===== config.mk =====
export PLATFORM = sky130hd
export DESIGN_NAME = two_list_sorted_merge_unit_flat
export DESIGN_NICKNAME = d
export VERILOG_FILES = /design/src/tlsm_pkg.sv /design/src/tlsm_if.sv /design/src/two_list_sorted_merge_unit.sv /design/src/tlsm_list_mem.sv /design/src/flat_wrapper.sv
export SDC_FILE = /design/constraint.sdc
export NUM_CORES = 2
export LEC_CHECK = 0
export BUFFER_PORTS_ARGS = -buffer_cell sky130_fd_sc_hd__buf_2
export CORE_ASPECT_RATIO = 1.1
export CORE_MARGIN = 1.5
export CORE_UTILIZATION = 54
export DETAILED_ROUTE_END_ITERATION = 10
export HOLD_SLACK_MARGIN = 0.1
export PLACE_DENSITY = 0.7
export SYNTH_ARGS = -nofsm -noshare
export SYNTH_HDL_FRONTEND = slang
export SYNTH_HIERARCHICAL = 1
export SYNTH_SLANG_ARGS = --single-unit
export TNS_END_PERCENT = 50

===== constraint.sdc =====
create_clock -name clk_i -period 4.7 [get_ports clk_i]
set_clock_uncertainty 0.2 [all_clocks]
set_input_delay 0.47 -clock clk_i [delete_from_list [all_inputs] [get_ports clk_i]]
set_output_delay 0.47 -clock clk_i [all_outputs]
set_load 0.03 [all_outputs]

===== src/tlsm_pkg.sv =====
package tlsm_pkg;

  localparam int unsigned LIST_DEPTH_DEF = 32;
  localparam int unsigned KEY_WIDTH_DEF  = 32;

  localparam int unsigned REQ_TYPE_W  = 2;
  localparam int unsigned KEY_VALUE_W = 32;
  localparam int unsigned MERGED_W    = 32;
  localparam int unsigned MODE_W      = 2;

  localparam int unsigned MODE_DESC_BIT   = 0;
  localparam int unsigned MODE_SIGNED_BIT = 1;

  typedef enum logic [REQ_TYPE_W-1:0] {
    REQ_APPEND_FIRST  = 2'd0,
    REQ_APPEND_SECOND = 2'd1,
    REQ_RUN           = 2'd2
  } req_type_e;

endpackage


===== src/tlsm_if.sv =====
interface tlsm_req_if;
  logic                               valid;
  logic                               ready;
  logic [tlsm_pkg::REQ_TYPE_W-1:0]    req_type;
  logic [tlsm_pkg::KEY_VALUE_W-1:0]   key_value;

  modport source (output valid, output req_type, output key_value, input ready);
  modport sink   (input valid, input req_type, input key_value, output ready);
endinterface

interface tlsm_res_if;
  logic                            valid;
  logic                            ready;
  logic [tlsm_pkg::MERGED_W-1:0]   merged_key;
  logic                            from_second;
  logic                            last;

  modport source (output valid, output merged_key, output from_second, output last,
                  input ready);
  modport sink   (input valid, input merged_key, input from_second, input last,
                  output ready);
endinterface

interface tlsm_cfg_if;
  logic                          valid;
  logic                          ready;
  logic [tlsm_pkg::MODE_W-1:0]   order_mode;

  modport source (output valid, output order_mode, input ready);
  modport sink   (input valid, input order_mode, output ready);
endinterface


===== src/two_list_sorted_merge_unit.sv =====
// A request is taken every cycle while idle.
// A run fetches both list heads, then emits one key per cycle while the result
// register is free or being taken, from the two list memories (one registered
// read port each); no request is taken until the run's last key is emitted.
// Reset (asynchronous, active low) clears both counts, the order mode and the
// result valid flag; list contents are kept and hold no meaning until appended.
module two_list_sorted_merge_unit #(
  parameter int unsigned LIST_DEPTH = tlsm_pkg::LIST_DEPTH_DEF,
  parameter int unsigned KEY_WIDTH  = tlsm_pkg::KEY_WIDTH_DEF
) (
  input  logic       clk_i,
  input  logic       rst_ni,
  tlsm_cfg_if.sink   cfg_i,
  tlsm_req_if.sink   req_i,
  tlsm_res_if.source res_o
);

  localparam int unsigned AddrW = (LIST_DEPTH > 1) ? $clog2(LIST_DEPTH) : 1;
  localparam int unsigned CntW  = $clog2(LIST_DEPTH + 1);
  localparam logic [KEY_WIDTH-1:0] KeySign = KEY_WIDTH'(1) << (KEY_WIDTH - 1);

  localparam logic StIdle = 1'b0;
  localparam logic StRun  = 1'b1;

  logic                         state_q, state_d;
  logic [tlsm_pkg::MODE_W-1:0]  mode_q, mode_d;
  logic [CntW-1:0]              cnt_a_q, cnt_a_d, cnt_b_q, cnt_b_d;
  logic [CntW-1:0]              idx_a_q, idx_a_d, idx_b_q, idx_b_d;
  logic [KEY_WIDTH-1:0]         key_in, head_a, head_b, cmp_a, cmp_b;
  logic                         wr_a, wr_b, req_fire, out_free;
  logic                         goes_a, take_a, last_a, last_b;
  logic                         res_valid_q, res_valid_d;
  logic                         res_src_q, res_src_d, res_last_q, res_last_d;
  logic [tlsm_pkg::MERGED_W-1:0] res_key_q, res_key_d, head_out;
  logic [KEY_WIDTH-1:0]         head_sel;

  generate
    if (KEY_WIDTH <= tlsm_pkg::KEY_VALUE_W) begin : g_key_narrow
      assign key_in = req_i.key_value[KEY_WIDTH-1:0];
    end else begin : g_key_wide
      assign key_in = {{(KEY_WIDTH - tlsm_pkg::KEY_VALUE_W){1'b0}}, req_i.key_value};
    end
    if (KEY_WIDTH >= tlsm_pkg::MERGED_W) begin : g_out_trunc
      assign head_out = head_sel[tlsm_pkg::MERGED_W-1:0];
    end else begin : g_out_ext
      assign head_out = {{(tlsm_pkg::MERGED_W - KEY_WIDTH){1'b0}}, head_sel};
    end
  endgenerate

  tlsm_list_mem #(.DEPTH(LIST_DEPTH), .WIDTH(KEY_WIDTH), .ADDR_W(AddrW)) u_first_mem (
    .clk_i     (clk_i),
    .wr_en_i   (wr_a),
    .wr_addr_i (cnt_a_q[AddrW-1:0]),
    .wr_data_i (key_in),
    .rd_addr_i (idx_a_d[AddrW-1:0]),
    .rd_data_o (head_a)
  );

  tlsm_list_mem #(.DEPTH(LIST_DEPTH), .WIDTH(KEY_WIDTH), .ADDR_W(AddrW)) u_second_mem (
    .clk_i     (clk_i),
    .wr_en_i   (wr_b),
    .wr_addr_i (cnt_b_q[AddrW-1:0]),
    .wr_data_i (key_in),
    .rd_addr_i (idx_b_d[AddrW-1:0]),
    .rd_data_o (head_b)
  );

  assign cfg_i.ready = 1'b1;
  assign req_i.ready = (state_q == StIdle);
  assign req_fire    = req_i.valid && req_i.ready;
  assign out_free    = !res_valid_q || res_o.ready;

  assign cmp_a  = head_a ^ (mode_q[tlsm_pkg::MODE_SIGNED_BIT] ? KeySign : '0);
  assign cmp_b  = head_b ^ (mode_q[tlsm_pkg::MODE_SIGNED_BIT] ? KeySign : '0);
  assign goes_a = mode_q[tlsm_pkg::MODE_DESC_BIT] ? (cmp_a >= cmp_b) : (cmp_a <= cmp_b);
  assign take_a = (idx_b_q >= cnt_b_q) || ((idx_a_q < cnt_a_q) && goes_a);
  assign last_a = ((idx_a_q + CntW'(1)) == cnt_a_q) && (idx_b_q == cnt_b_q);
  assign last_b = ((idx_b_q + CntW'(1)) == cnt_b_q) && (idx_a_q == cnt_a_q);
  assign head_sel = take_a ? head_a : head_b;

  assign mode_d = (cfg_i.valid && cfg_i.ready) ? cfg_i.order_mode : mode_q;

  always_comb begin
    state_d     = state_q;
    cnt_a_d     = cnt_a_q;
    cnt_b_d     = cnt_b_q;
    idx_a_d     = idx_a_q;
    idx_b_d     = idx_b_q;
    wr_a        = 1'b0;
    wr_b        = 1'b0;
    res_valid_d = res_valid_q && !res_o.ready;
    res_key_d   = res_key_q;
    res_src_d   = res_src_q;
    res_last_d  = res_last_q;
    case (state_q)
      StIdle: begin
        idx_a_d = '0;
        idx_b_d = '0;
        if (req_fire) begin
          case (req_i.req_type)
            tlsm_pkg::REQ_APPEND_FIRST: begin
              if (cnt_a_q < CntW'(LIST_DEPTH)) begin
                wr_a    = 1'b1;
                cnt_a_d = cnt_a_q + CntW'(1);
              end
            end
            tlsm_pkg::REQ_APPEND_SECOND: begin
              if (cnt_b_q < CntW'(LIST_DEPTH)) begin
                wr_b    = 1'b1;
                cnt_b_d = cnt_b_q + CntW'(1);
              end
            end
            tlsm_pkg::REQ_RUN: begin
              if ((cnt_a_q != '0) || (cnt_b_q != '0)) begin
                state_d = StRun;
              end
            end
            default: begin
            end
          endcase
        end
      end
      StRun: begin
        if (out_free) begin
          res_valid_d = 1'b1;
          res_key_d   = head_out;
          res_src_d   = !take_a;
          res_last_d  = take_a ? last_a : last_b;
          if (take_a) begin
            idx_a_d = idx_a_q + CntW'(1);
          end else begin
            idx_b_d = idx_b_q + CntW'(1);
          end
          if (take_a ? last_a : last_b) begin
            state_d = StIdle;
            cnt_a_d = '0;
            cnt_b_d = '0;
          end
        end
      end
      default: begin
        state_d = StIdle;
      end
    endcase
  end

  always_ff @(posedge clk_i or negedge rst_ni) begin
    if (!rst_ni) begin
      state_q     <= StIdle;
      mode_q      <= '0;
      cnt_a_q     <= '0;
      cnt_b_q     <= '0;
      idx_a_q     <= '0;
      idx_b_q     <= '0;
      res_valid_q <= 1'b0;
    end else begin
      state_q     <= state_d;
      mode_q      <= mode_d;
      cnt_a_q     <= cnt_a_d;
      cnt_b_q     <= cnt_b_d;
      idx_a_q     <= idx_a_d;
      idx_b_q     <= idx_b_d;
      res_valid_q <= res_valid_d;
    end
  end

  always_ff @(posedge clk_i) begin
    res_key_q  <= res_key_d;
    res_src_q  <= res_src_d;
    res_last_q <= res_last_d;
  end

  assign res_o.valid       = res_valid_q;
  assign res_o.merged_key  = res_key_q;
  assign res_o.from_second = res_src_q;
  assign res_o.last        = res_last_q;

endmodule


===== src/tlsm_list_mem.sv =====
module tlsm_list_mem #(
  parameter int unsigned DEPTH = tlsm_pkg::LIST_DEPTH_DEF,
  parameter int unsigned WIDTH = tlsm_pkg::KEY_WIDTH_DEF,
  parameter int unsigned ADDR_W = (DEPTH > 1) ? $clog2(DEPTH) : 1
) (
  input  logic              clk_i,
  input  logic              wr_en_i,
  input  logic [ADDR_W-1:0] wr_addr_i,
  input  logic [WIDTH-1:0]  wr_data_i,
  input  logic [ADDR_W-1:0] rd_addr_i,
  output logic [WIDTH-1:0]  rd_data_o
);

  logic [WIDTH-1:0] mem_q [DEPTH];
  logic [WIDTH-1:0] rd_data_q;

  always_ff @(posedge clk_i) begin
    if (wr_en_i) begin
      mem_q[wr_addr_i] <= wr_data_i;
    end
  end

  always_ff @(posedge clk_i) begin
    rd_data_q <= mem_q[rd_addr_i];
  end

  assign rd_data_o = rd_data_q;

endmodule


===== src/flat_wrapper.sv =====
// flat-port wrapper written by rule: the top's interface ports become plain ports
module two_list_sorted_merge_unit_flat 
#(
  parameter int unsigned LIST_DEPTH = tlsm_pkg::LIST_DEPTH_DEF,
  parameter int unsigned KEY_WIDTH  = tlsm_pkg::KEY_WIDTH_DEF
)
  (clk_i, rst_ni, cfg_i_valid, cfg_i_order_mode, cfg_i_ready, req_i_valid, req_i_req_type, req_i_key_value, req_i_ready, res_o_valid, res_o_merged_key, res_o_from_second, res_o_last, res_o_ready);
  tlsm_cfg_if cfg_i_i ();
  tlsm_req_if req_i_i ();
  tlsm_res_if res_o_i ();
  input  logic clk_i;
  input  logic rst_ni;
  input wire logic [$bits(cfg_i_i.valid)-1:0] cfg_i_valid;
  input wire logic [$bits(cfg_i_i.order_mode)-1:0] cfg_i_order_mode;
  output wire logic [$bits(cfg_i_i.ready)-1:0] cfg_i_ready;
  input wire logic [$bits(req_i_i.valid)-1:0] req_i_valid;
  input wire logic [$bits(req_i_i.req_type)-1:0] req_i_req_type;
  input wire logic [$bits(req_i_i.key_value)-1:0] req_i_key_value;
  output wire logic [$bits(req_i_i.ready)-1:0] req_i_ready;
  output wire logic [$bits(res_o_i.valid)-1:0] res_o_valid;
  output wire logic [$bits(res_o_i.merged_key)-1:0] res_o_merged_key;
  output wire logic [$bits(res_o_i.from_second)-1:0] res_o_from_second;
  output wire logic [$bits(res_o_i.last)-1:0] res_o_last;
  input wire logic [$bits(res_o_i.ready)-1:0] res_o_ready;
  assign cfg_i_i.valid = cfg_i_valid;
  assign cfg_i_i.order_mode = cfg_i_order_mode;
  assign cfg_i_ready = cfg_i_i.ready;
  assign req_i_i.valid = req_i_valid;
  assign req_i_i.req_type = req_i_req_type;
  assign req_i_i.key_value = req_i_key_value;
  assign req_i_ready = req_i_i.ready;
  assign res_o_valid = res_o_i.valid;
  assign res_o_merged_key = res_o_i.merged_key;
  assign res_o_from_second = res_o_i.from_second;
  assign res_o_last = res_o_i.last;
  assign res_o_i.ready = res_o_ready;
  two_list_sorted_merge_unit #(.LIST_DEPTH(LIST_DEPTH), .KEY_WIDTH(KEY_WIDTH)) u_core (.clk_i(clk_i), .rst_ni(rst_ni), .cfg_i(cfg_i_i), .req_i(req_i_i), .res_o(res_o_i));
endmodule

=== After elaboration in Yosys (flattened, before gate mapping) ===
Memories as Yosys holds them, arrays and structs flattened. A register that Yosys moved wholly into a read port is not among the register bits.
Index checks and enable logic that the tools add are counted.

* Bitwise logic cells: 3
* Muxes and demuxes: 40
* Reductions and logical operators: 19
* Equality and inequality tests: 15
* Order comparisons: 6
* $add $sub $neg: 4

{| class="wikitable"
|+ Operators with widths
! kind !! count
|-
| 6-bit 2-to-1 mux || 12
|-
| 32-bit 2-to-1 mux || 2
|-
| 32-bit bitwise XOR || 2
|-
| 6-bit case mux with 2 select lines || 4
|-
| 32-bit >= comparator || 1
|-
| 32-bit less-or-equal comparator || 1
|-
| 6-bit by 1-bit adder with 6-bit output, second input constant || 4
|-
| 6-bit equality test || 4
|-
| 1-bit 2-to-1 mux || 21
|-
| 2-bit inequality test, second input constant || 9
|-
| 6-bit less-than comparator, second input constant || 2
|-
| 6-bit nonzero test || 2
|-
| 5-bit AND reduction || 2
|-
| 6-bit >= comparator || 1
|-
| 6-bit less-than comparator || 1
|-
| 2-bit AND reduction || 3
|-
| 1-bit logical AND || 5
|-
| 1-bit logical NOT || 3
|-
| 1-bit logical OR || 3
|-
| 2-bit by 1-bit equality test with 1-bit output, second input constant || 1
|-
| 2-bit equality test, second input constant || 1
|-
| 2-bit logical NOT || 1
|-
| 1-bit case mux with 2 select lines || 1
|-
| 1-bit inverter || 1
|}

* Input port bits: 41
* RAM bits: 2048
* Output and inout port bits: 37
* Memories: 2
* Logic and storage cells: 101
* Bits in registers: 62

{| class="wikitable"
|+ Memory list
! name !! depth !! bits a word !! rd ports !! clocked after Yosys merged registers in !! write ports !! line !! source
|-
| u_core.u_first_mem.mem_q || 32 || 32 || 1 || 1 || 1 || tlsm_list_mem.sv:14 || <nowiki>logic [WIDTH-1:0] mem_q [DEPTH];</nowiki>
|-
| u_core.u_second_mem.mem_q || 32 || 32 || 1 || 1 || 1 || tlsm_list_mem.sv:14 ||
|}

=== Depth between registers and ports, before layout ===
* Depth in word-level cells: 10
* Depth in mapped cells: 20
* Gate-level depth less buffers: 16

=== Hierarchy ===
The synthesis kept the hierarchy.

{| class="wikitable"
|+ Modules (own cells, without submodules)
! module !! seq. area each (µm²) !! area each (µm²) !! cells an instance !! instances
|-
| tlsm_list_mem at u_core.u_first_mem || 31390.1 || 40491.3 || 2260 || 1
|-
| tlsm_list_mem at u_core.u_second_mem || 31390.1 || 40485.1 || 2260 || 1
|-
| two_list_sorted_merge_unit || 1721.7 || 4246.6 || 451 || 1
|}

=== Worst setup path before layout ===
Ideal clock, no wire load.

* Path type: register -> register
* Start: register u_core/mode_q[1] (netlist bit)
* End: register u_core.u_first_mem.rd_data_q[10], in the netlist u_core/u_first_mem/rd_data_o[10], read port of u_core.u_first_mem.mem_q
* Setup slack: 0.811 ns
* Buffers on the path: 3
* Period minus slack after synthesis: 3.889 ns
* Arrival: 3.564 ns
* Stages on the path, launching flop included: 20
* Data required time: 4.376 ns
* Library setup time: 0.124 ns
* Cell sequence: dfrtp_1 -> xor2_1 -> ha_1 -> nand4_2 -> nor3_2 -> nor3b_2 -> nand2_1 -> mux2_4 -> a31o_1 -> buf_6 -> a21oi_1 -> mux2i_1 -> nor2_1 -> nor2_1 -> buf_2 -> clkbuf_1 -> a22o_1 -> nor3_1 -> a31oi_1 -> nand3_1

* Longest elaborated chain between the ends: 9
* Elaborated cells on any way between the ends: 11
* Classes of those cells: 2 x order compare; 5 x mux; 2 x bitwise; 2 x reduce/logical

{| class="wikitable"
|+ RTL lines
! item !! line !! source
|-
| start, declared || two_list_sorted_merge_unit.sv:26 || <nowiki>logic [tlsm_pkg::MODE_W-1:0] mode_q, mode_d;</nowiki>
|-
| start signal, assigned || two_list_sorted_merge_unit.sv:158 || <nowiki>mode_q <= mode_d;</nowiki>
|-
| 32-bit 2-to-1 mux (*) || two_list_sorted_merge_unit.sv:73, two_list_sorted_merge_unit.sv:74 ||
|-
| 32-bit bitwise XOR, on equally long branches || two_list_sorted_merge_unit.sv:73, two_list_sorted_merge_unit.sv:74 ||
|-
| 32-bit less-or-equal comparator / 32-bit >= comparator (equally long branches) || two_list_sorted_merge_unit.sv:75 || <nowiki>assign goes_a = mode_q[tlsm_pkg::MODE_DESC_BIT] ? (cmp_a >= cmp_b) : (cmp_a <= cmp_b);</nowiki>
|-
| 1-bit 2-to-1 mux (*) || two_list_sorted_merge_unit.sv:75 ||
|-
| 1-bit logical AND (*) || two_list_sorted_merge_unit.sv:76 || <nowiki>assign take_a = (idx_b_q >= cnt_b_q) || ((idx_a_q < cnt_a_q) && goes_a);</nowiki>
|-
| 1-bit logical OR (*) || two_list_sorted_merge_unit.sv:76 ||
|-
| 6-bit 2-to-1 mux (*) || two_list_sorted_merge_unit.sv:129 || <nowiki>if (take_a) begin</nowiki>
|-
| 6-bit 2-to-1 mux (*) || two_list_sorted_merge_unit.sv:124 || <nowiki>if (out_free) begin</nowiki>
|-
| 6-bit case mux with 2 select lines (*) || two_list_sorted_merge_unit.sv:95 || <nowiki>case (state_q)</nowiki>
|-
| net u_core.idx_a_d[1] || two_list_sorted_merge_unit.sv:28 || <nowiki>logic [CntW-1:0] idx_a_q, idx_a_d, idx_b_q, idx_b_d;</nowiki>
|-
| end, declared || tlsm_list_mem.sv:15 || <nowiki>logic [WIDTH-1:0] rd_data_q;</nowiki>
|}

Mark *: on every way through the listed nets, which the timed path passes. The rest lies on a longest branch. The select of a mux whose other input is x is not followed.
A chain may end at the register's enable or synchronous reset.

=== Worst setup path in the final report ===
* Start: register u_core.u_second_mem.rd_data_q[14], in the netlist u_core/u_second_mem/rd_data_o[14], read port of u_core.u_second_mem.mem_q
* End: register u_core.u_first_mem.rd_data_q[2], in the netlist u_core/u_first_mem/rd_data_o[2], read port of u_core.u_first_mem.mem_q

* Longest elaborated chain between the ends: 8
* Elaborated cells on any way between the ends: 9
* Classes of those cells: 2 x order compare; 4 x mux; 1 x bitwise; 2 x reduce/logical

{| class="wikitable"
|+ RTL lines
! item !! line !! source
|-
| start, declared || tlsm_list_mem.sv:15 ||
|-
| 32-bit bitwise XOR (*) || two_list_sorted_merge_unit.sv:74 || <nowiki>assign cmp_b = head_b ^ (mode_q[tlsm_pkg::MODE_SIGNED_BIT] ? KeySign : '0);</nowiki>
|-
| 32-bit less-or-equal comparator / 32-bit >= comparator (equally long branches) || two_list_sorted_merge_unit.sv:75 ||
|-
| 1-bit 2-to-1 mux (*) || two_list_sorted_merge_unit.sv:75 ||
|-
| 1-bit logical AND (*) || two_list_sorted_merge_unit.sv:76 ||
|-
| 1-bit logical OR (*) || two_list_sorted_merge_unit.sv:76 ||
|-
| 6-bit 2-to-1 mux (*) || two_list_sorted_merge_unit.sv:129 ||
|-
| 6-bit 2-to-1 mux (*) || two_list_sorted_merge_unit.sv:124 ||
|-
| 6-bit case mux with 2 select lines (*) || two_list_sorted_merge_unit.sv:95 ||
|-
| net u_core.idx_a_d[3] || two_list_sorted_merge_unit.sv:28 ||
|}

Marks and branches as above.

==> flow_summary.ini <==
[run_status]
status = finished clean

[grt]
grt.total_usage_pct = 26.8
grt_max_degree = 65
grt_pass1_vias = 47107
grt_overflow = 0
antenna_found_initial = 15
grt_pass1_wl_mm = 313

[final_layout]
multi_input_area_um2 = 19700
layout_commonest_cell = edfxtp_1
fin_area_um2 = 99800
final_cell_mix = edfxtp_1, mux2i_1, buf_4
layout-drive-gt1-share_pct = 18.1
nFillCells = 10705
regArea_um2 = 64500
final_util_pct = 63.8
nets = 5623
syn2layout_area_growth_pct = 17.1

[power_and_ir_drop]
power_leakage_nw = 32.8
p_per_area_nw_per_um2 = 568
power.total_mw = 56.7
ir_worst_vdd_mv = 0.499

[critical_path]
required_ns = 5.21
worst-r2r-cell-count = 16
worstPathArrival_ns = 5.16
rr_endpoint = u_core/u_first_mem/rd_data_o[2]$_DFF_P_
cp-endpoint = u_core/u_first_mem/rd_data_o[2]$_DFF_P_
r2r_start = u_core/u_second_mem/rd_data_o[14]$_DFF_P_
cp_max_fo = 11
endpoint_kind = register
path_class = reg -> reg
r2r_slack_ns = 0.05
crit_start = u_core/u_second_mem/rd_data_o[14]$_DFF_P_
critPathLaunchType = register

[timing]
fmax_mhz = 215
relSlewSlack_pct = 10.2
hold_violations = 0
rsz0062_at_grt = true
fin_crit_ns = 4.65
finalWorstSetupSlack_ns = 0.0518
setup_viol = 0
worst_pin_slew_ns = 1.35
fin_crit_sh_pct = 98.9
setup_tns_ns = 0
slew_viol_final = 0

[clock_network]
clkTransAtPathRegs_ns = 0.07
clkSinkCount = 2174
cts_tree = done
clk-insertion-delay-late_ns = 0.84
cts_buffers = 208
h-tree-depth = 4
clockBufferDepth = 3
root_buffer = clkbuf_16

[floorplanning]
die_area_um2 = 160000
num_rows = 152
die_w_um = 382
io-pin-count = 78
die_y_um = 420
start_util_pct = 54.5
core_area_um2 = 156000

[synthesis]
yosysSeqAreaShare_pct = 75.7
synth_top_area_share_pct = 73.4
synthFlopType = edfxtp_1
postSynthAreaPerCell_um2 = 17.1
yosys_warnings = 6
synth_edf_count = 2082
synth_area_leaders = edfxtp_1, mux2i_1, a22oi_1, dfxtp_1, a22o_1
yosysUniqueCellTypes = 64
yosysTopAreaCell = edfxtp_1
synthCells = 4971
async_flop_share_pct = 1.29
netlist_area_um2 = 85200
synth_nets = 5062
synth_seq_cells = 2174

[placed_design]
portBuffers = 76
place_area_um2 = 92100
hpwl_mm = 131
routabilityCongestion = 0.844
preCtsSetupSlack_ns = -0.335

[drt]
drc = 0
num_vias = 47727
drt-pass1-iter-count = 6
vias_per_cell = 6.12
drt_wl_total_mm = 217
drt_iter0_drc = 5059
wire_per_inst_um = 27.9
final_antenna_net_count = 0

[job]
maxCapViolCount = 0

[min_path]
hold_path_class = in -> async
[how the worst min path moves through the flow]
stage,endpoint,start,cells past startpoint
6_report,u_core/idx_b_q[4]$_DFF_PN0_,rst_ni,2
5_1_grt,u_core/idx_b_q[0]$_DFF_PN0_,rst_ni,2
4_1_cts,u_core/idx_b_q[4]$_DFF_PN0_,rst_ni,2
3_5_place_dp,u_core/cnt_a_q[4]$_DFFE_PN0P_,u_core/cnt_a_q[4]$_DFFE_PN0P_,2
3_3_place_gp,u_core/mode_q[1]$_DFFE_PN0P_,u_core/mode_q[1]$_DFFE_PN0P_,1
2_1_floorplan,u_core/cnt_a_q[0]$_DFFE_PN0P_,rst_ni,0
[where the power goes]
group | leakage (nW) | internal (mW) | switching (mW)
clock network | 3.27 | 9.23 | 7.06
logic | 9.91 | 8.07 | 9.73
registers | 19.6 | 22.0 | 0.554
[routing by layer]
metal,vias up,global-route usage (%),part of all wire (%)
met1,24451,36.2,40
met5,-,0,0.018
met3,382,4.48,8.0
met2,2172,44.5,49
met4,6,8.51,3.0
li1,20716,-,-
[what timing repair did]
action                                  4_1_cts  5_1_grt
hold buffers                                 24        0
endpoints found under the setup margin       61       57
cloned                                        1        8
hold endpoints to repair                    438        0
resized for setup                             8       61
pin swaps                                     0        4
setup buffers                                 0       21
[cell usage after synthesis, types with 4 or more instances]
library cell  instances
nor4_1                4
and2_1                5
ha_1                 50
buf_4                67
xnor2_1              15
o31ai_2               4
nand3b_1             12
edfxtp_1           2082
buf_1                 8
nor2b_1              10
xor2_1                6
buf_2                61
nor3_1               71
nand2_1             256
a22oi_1             192
buf_6                32
dfrtp_1              28
nand4_1               9
or3_1                 5
a31oi_1              65
mux2i_1            1030
clkbuf_4              4
o21ai_0              45
nand2b_1              8
clkbuf_1             94
inv_1                51
or3b_2                6
nor2_1               86
a22o_1              128
a21oi_1             212
dfxtp_1              64
nand3_1             214
[cell families (layout without fill, tap and decap cells)]
group	after synthesis	after routing	share of synthesized area [%]
other cells	1	8	0.00440
xor+xnor	21	21	0.216
mux	1034	1034	12.2
compound gates	672	672	5.31
flops	2174	2174	75.7
buf+inv	319	1058	2.09
fa+ha+maj	50	50	0.734
simple gates	700	700	3.81
[critical path, stage by stage (launching register included)]
cell and delay, ns:
dfxtp_1 0.38, inv_1 0.18, ha_1 0.37, nand4_1 0.21
a2111o_1 0.42, o211ai_2 0.15, mux2_4 0.34, a31o_4 0.29
buf_4 0.17, a211oi_1 0.35, mux2i_2 0.35, nand2b_2 0.23
buf_4 0.25, buf_4 0.16, a21oi_1 0.04, a31oi_1 0.31
nand3_1 0.12
[sequential cells by signal (all words and copies together), names as in the netlist]
| name | count |
|---|---|
| u_core/cnt_a_q | 6 |
| u_core/cnt_b_q | 6 |
| u_core/idx_a_q | 6 |
| u_core/idx_b_q | 6 |
| u_core/mode_q | 2 |
| u_core/res_o.from_second | 1 |
| u_core/res_o.last | 1 |
| u_core/res_o.merged_key | 32 |
| u_core/res_o.valid | 1 |
| u_core/state_q | 1 |
| u_core/u_first_mem/mem_q | 1024 |
| u_core/u_first_mem/rd_data_o | 32 |
| u_core/u_second_mem/mem_q | 1024 |
| u_core/u_second_mem/rd_data_o | 32 |
[stage by stage]
| step | hold WS (ns) | cells |
|---|---|---|
| after CTS | 0.107 | 7760 |
| after floorplan | -0.0256 | 4971 |
| after global routing | 0.174 | 7789 |
| after global placement | 0.358 | 7347 |
| after detailed placement | 0.375 | 7347 |
| final | 0.152 | 7796 |
[cell type report]
cell class / count / area share, %
timing repair buffer: 617 / 6.09
clock buffer: 289 / 5.68
inverter: 53 / 0.199
sequential: 2174 / 64.6
clock inverter: 99 / 1.00
multi-input combinational: 2478 / 19.8
antenna: 7 / 0.0176
tap: 2079 / 2.61
Power figures use the tool's default switching activity.
